<file path="src/rtl/wrps_pkg.sv">
package wrps_pkg;

  localparam int MAX_RECTS_DEF = 64;
  localparam int COORD_W       = 16;
  localparam int SPAN_W        = COORD_W + 1;
  localparam int MUL_W         = 32;
  localparam int PROD_W        = 2 * MUL_W;

  localparam logic [1:0] CMD_CLEAR = 2'd0;
  localparam logic [1:0] CMD_ADD   = 2'd1;
  localparam logic [1:0] CMD_PICK  = 2'd2;

  localparam logic [1:0] STAT_OK       = 2'd0;
  localparam logic [1:0] STAT_FULL     = 2'd1;
  localparam logic [1:0] STAT_EMPTY    = 2'd2;
  localparam logic [1:0] STAT_INVERTED = 2'd3;

  typedef struct packed {
    logic signed [COORD_W-1:0] xl;
    logic signed [COORD_W-1:0] yb;
    logic signed [COORD_W-1:0] xr;
    logic signed [COORD_W-1:0] yt;
  } rect_t;

endpackage

</file>
<file path="src/rtl/wrps_mul.sv">
module wrps_mul (
  input  logic                             clk,
  input  logic [wrps_pkg::MUL_W-1:0]       a,
  input  logic [wrps_pkg::MUL_W-1:0]       b,
  output logic [wrps_pkg::PROD_W-1:0]      prod
);

  // shared unsigned multiplier, product registered
  always_ff @(posedge clk) begin
    prod <= wrps_pkg::PROD_W'(a) * wrps_pkg::PROD_W'(b);
  end

endmodule

</file>
<file path="config.mk">
export PLATFORM = sky130hd
export DESIGN_NAME = wrps_mul
export DESIGN_NICKNAME = d
export VERILOG_FILES = /design/src/rtl/wrps_pkg.sv /design/src/rtl/wrps_mul.sv
export SDC_FILE = /design/constraint.sdc
export NUM_CORES = 2
export LEC_CHECK = 0
export ABC_AREA = 1
export BUFFER_PORTS_ARGS = -buffer_cell sky130_fd_sc_hd__buf_2
export CORE_MARGIN = 8
export CORE_UTILIZATION = 35
export CTS_CLUSTER_SIZE = 30
export DETAILED_ROUTE_END_ITERATION = 8
export GPL_TIMING_DRIVEN = 0
export PLACE_DENSITY = 0.48
export SYNTH_ARGS = -nofsm -noshare
export SYNTH_HDL_FRONTEND = slang
export SYNTH_SLANG_ARGS = --single-unit
</file>
<file path="constraint.sdc">
create_clock -name clk -period 7.5 [get_ports clk]
set_clock_uncertainty 0.05 [all_clocks]
set_input_delay 0 -clock clk [delete_from_list [all_inputs] [get_ports clk]]
set_output_delay 0 -clock clk [all_outputs]
set_load 0.03 [all_outputs]
</file>
* Word level (Yosys, flattened, before mapping) *
Index checks and enable logic that the tools add are counted.

storage, ports and cells
  logic and storage cells = 2
  bits of input ports = 65
  flip-flop bits (word level) = 64
  output and inout port bits = 64

cells by class
  multipliers = 1

operators by type and width
  kind                          number
  multiplier 32 x 32 -> 64 bit  1

* Depth between registers and ports, before layout *
  depth in word-level cells = 1
  gate-level depth with buffers = 30
  gate-level depth less buffers = 29

* Worst setup path after synthesis *
Ideal clock, no wire load.

  path kind = input to register
  from = input a[25] (netlist name)
  to = register prod[60] (netlist name)
  path buffers = 1
  arrival time = 5.702 ns
  library setup time = 0.112 ns
  required time = 7.338 ns
  path slack = 1.636 ns
  stages = 26
  cells stage by stage = clkbuf_1 nand2_1 fa_1 inv_1 fa_1 inv_1 fa_1 inv_1 fa_1 fa_1 fa_1 fa_1 inv_1 fa_1 inv_1 ha_1 nand2_1 nand2_1 a21oi_1 nand2_1 nand2_1 nand2_1 a21oi_1 nand2_1 nand2_1 nand2_1

on the way
  longest elaborated chain between the ends = 1

RTL lines
  what                          RTL line        source
  start: declaration            wrps_mul.sv:3   input logic [wrps_pkg::MUL_W-1:0] a,
  multiplier 32 x 32 -> 64 bit  wrps_mul.sv:10  prod <= wrps_pkg::PROD_W'(a) * wrps_pkg::PROD_W'(b);
  end signal: assignment        wrps_mul.sv:10
  end: declaration              wrps_mul.sv:5   output logic [wrps_pkg::PROD_W-1:0] prod

Every way passes these cells.

* Final worst setup path *
  from = input b[23] (netlist name)
  to = register prod[33] (netlist name)

on the way
  longest elaborated chain between the ends = 1

RTL lines
  what                          RTL line        source
  start: declaration            wrps_mul.sv:4   input logic [wrps_pkg::MUL_W-1:0] b,
  multiplier 32 x 32 -> 64 bit  wrps_mul.sv:10

Every way passes these cells.

==> flow_summary.json <==
{
  "status": "completed",
  "yosysMostFrequentCell": "inv_1",
  "postCtsSetupRepairBufs": 0,
  "yosysSeqAreaShare_pct": 3.43,
  "multiInputGateArea_um2": 28900,
  "netlist_top_cells_area": "fa_1 48%, inv_1 17%, nand2_1 16%",
  "top_regs": "prod (64)",
  "hpwl_um": 130000,
  "drv_cap": 0,
  "rsz0062_at_grt": "false",
  "synthTopCellsByCount": "1723 x inv_1, 1566 x nand2_1, 896 x fa_1",
  "port_buffers": 128,
  "cts_buffer_depth": 2,
  "synth_top_flop_cell": "dfxtp_1",
  "yosysTopAreaCellShare_pct": 48.0,
  "ys_async_sr_fraction_pct": 0,
  "setup_viol": 0,
  "wirelength_um": 146000,
  "vias": 31000,
  "critPathMaxFanout": 10,
  "core_area_um2": 107000,
  "grt_usage_pct": 25.1,
  "die_h_um": 343,
  "netlist_area_um2": 37400,
  "synth_cell_types": 23,
  "regArea_um2": 1280,
  "period_share_pct": 96.8,
  "grt-ovfl-total": 0,
  "syn_nets": 6247,
  "cts_buffers": 9,
  "largest_register_ffs": 64,
  "grt_first_pass_wirelength_um": 215000,
  "finalHoldViolations": 0,
  "grt_start_max_net_pins": 14,
  "dieArea_um2": 118000,
  "first_global_vias": 32200,
  "critPathLaunchType": "input port",
  "io_pins": 129,
  "max_flop_register": "prod",
  "post_synth.cell_area_avg_um2": 7.45,
  "worstPathArrival_ns": 7.43,
  "crit_path_end_kind": "register",
  "yosysTopAreaCell": "fa_1",
  "dp_cells": 6554,
  "antenna_found_initial": 7,
  "start_util_pct": 35.1,
  "first_iter_violations": 2336,
  "drive_above_1_share_pct": 4.04,
  "dr.pass1.iters": 7,
  "syn_to_final_growth_pct": 7.22,
  "routed_via_density": 4.71,
  "clock_sinks": 64,
  "synth-edff-count": 0,
  "finalCriticalPeriod_ns": 7.26,
  "critical_path_class": "input port to register",
  "num_rows": 120,
  "stdcell_count": 6573,
  "yosys_warnings": 0,
  "drcViolationCount": 0,
  "drv_slew": 0,
  "route.antenna.remaining_nets": 0,
  "clkTransAtPathRegs_ns": 0.06,
  "clockRootBuffer": "clkbuf_16",
  "worstHoldPathType": "input port to register",
  "h-tree-depth": 3,
  "max_clock_freq_ghz": 0.138,
  "cp.required_ns": 7.67,
  "fp.dieW_um": 343,
  "post_drt_wl_per_cell_um": 22.2,
  "final.fill_count": 11700,
  "nets": 6387,
  "cts_tree": "yes",
  "worstMarginPinSlew_ns": 1.23,
  "slew_headroom_pct": 17.8,
  "ys_ff_latch": 64,
  "syn_inst": 5023,
  "place_congestion": 0.988
}
-- layout make-up --
type / instances / share of cell area [%]
clock buffers: 9 / 0.562
multi-input cells: 3032 / 72.0
flip-flops and latches: 64 / 3.20
diodes: 2 / 0.0125
well taps: 1403 / 4.38
plain buffers: 192 / 1.82
inverters: 1735 / 16.2
clock inverters: 7 / 0.137
repair buffers: 129 / 1.62
-- path summary, 6_finish.rpt --
path | endpoint | cells past startpoint | slack (ns) | startpoint
worst min-delay path | prod[1]$_DFF_P_ | 4 | 0.06 | b[1]
worst max-delay path | prod[33]$_DFF_P_ | 20 | 0.24 | b[23]
-- worst max-delay path, cell delays in order --
cell and delay (ns):
buf_2 0.24, clkdlybuf4s15_1 1.05, nand2_1 0.21, fa_1 0.59, inv_1 0.05, fa_1 0.49
fa_1 0.57, fa_1 0.48, fa_1 0.53, fa_1 0.43, fa_1 0.70, fa_1 0.48
ha_1 0.42, nand2_1 0.14, nor2_1 0.22, nand2_1 0.17, nor2_1 0.18, nand2_1 0.08
nand2_1 0.08, xor2_1 0.28
-- kinds of logic after synthesis --
logic type | count (synthesis) | synth area share, %
flops | 64 | 3.43
xor+xnor | 35 | 0.820
compound gates | 57 | 0.853
buf+inv | 1927 | 19.3
simple gates | 1781 | 18.8
fa+ha+maj | 1159 | 56.8
-- metrics by stage --
step / hold WS [ns] / util (%) / setup slack (ns) / TNS (ns) / area [um2]
after floorplan: 0.0476 / - / 1.64 / 0 / 37400
after global placement: 0.290 / 37.3 / -0.141 / -1.35 / 39800
after detailed placement: 0.290 / 37.3 / -0.144 / -0.864 / 39800
after CTS: 0.0594 / 37.6 / 0.211 / 0 / 40100
after global routing: 0.0695 / 37.6 / 0.0329 / 0 / 40100
final: 0.0606 / 37.6 / 0.241 / 0 / 40100
-- timing repair --
action | in CTS | in global routing
endpoints found under the setup margin | 0 | 11
hold buffers | 1 | 0
gates resized for setup | 0 | 5
hold endpoints to repair | 1 | 0
-- layout by cell type (no fill, tap or decap) --
| cell | netlist | routed |
|---|---|---|
| xnor2_1 | 2 | 2 |
| inv_6 | 0 | 2 |
| clkinvlp_4 | 0 | 1 |
| clkinv_2 | 0 | 2 |
| nor3_1 | 11 | 11 |
| buf_2 | 0 | 128 |
| xor2_1 | 33 | 33 |
| nor2_4 | 6 | 6 |
| nand2_2 | 15 | 15 |
| diode_2 | 0 | 2 |
| o21bai_1 | 11 | 11 |
| a21oi_1 | 43 | 43 |
| clkinv_4 | 0 | 1 |
| nand3_2 | 9 | 9 |
| clkdlybuf4s15_1 | 0 | 1 |
| clkbuf_1 | 192 | 190 |
| nor3_2 | 6 | 6 |
| nand4_1 | 16 | 16 |
| o21bai_2 | 1 | 1 |
| fa_1 | 896 | 896 |
| ha_1 | 263 | 263 |
| clkbuf_16 | 0 | 9 |
| nor3_4 | 1 | 1 |
| o21ai_0 | 2 | 2 |
| dfxtp_1 | 64 | 64 |
| inv_2 | 12 | 12 |
| dlygate4sd3_1 | 0 | 1 |
| nand3_1 | 56 | 56 |
| nor2_1 | 81 | 81 |
| inv_8 | 0 | 1 |
| inv_1 | 1723 | 1723 |
| clkbuf_2 | 0 | 1 |
| nor2_2 | 14 | 14 |
| nand2_1 | 1566 | 1566 |
-- layer usage --
metal | track usage (%) | share of wire [%] | vias to the layer above | wire, um
li1 | - | - | 13900 | -
met1 | 34.1 | 42 | 15700 | 61800
met2 | 40.9 | 46 | 1144 | 67100
met3 | 4.01 | 7.8 | 231 | 11500
met4 | 8.06 | 3.9 | 2 | 5740
met5 | 0 | 0.0089 | - | 13
Power is left out: the tool's default activity adds up to more than one toggle a clock period on the data nets, which glitch-free logic cannot reach.
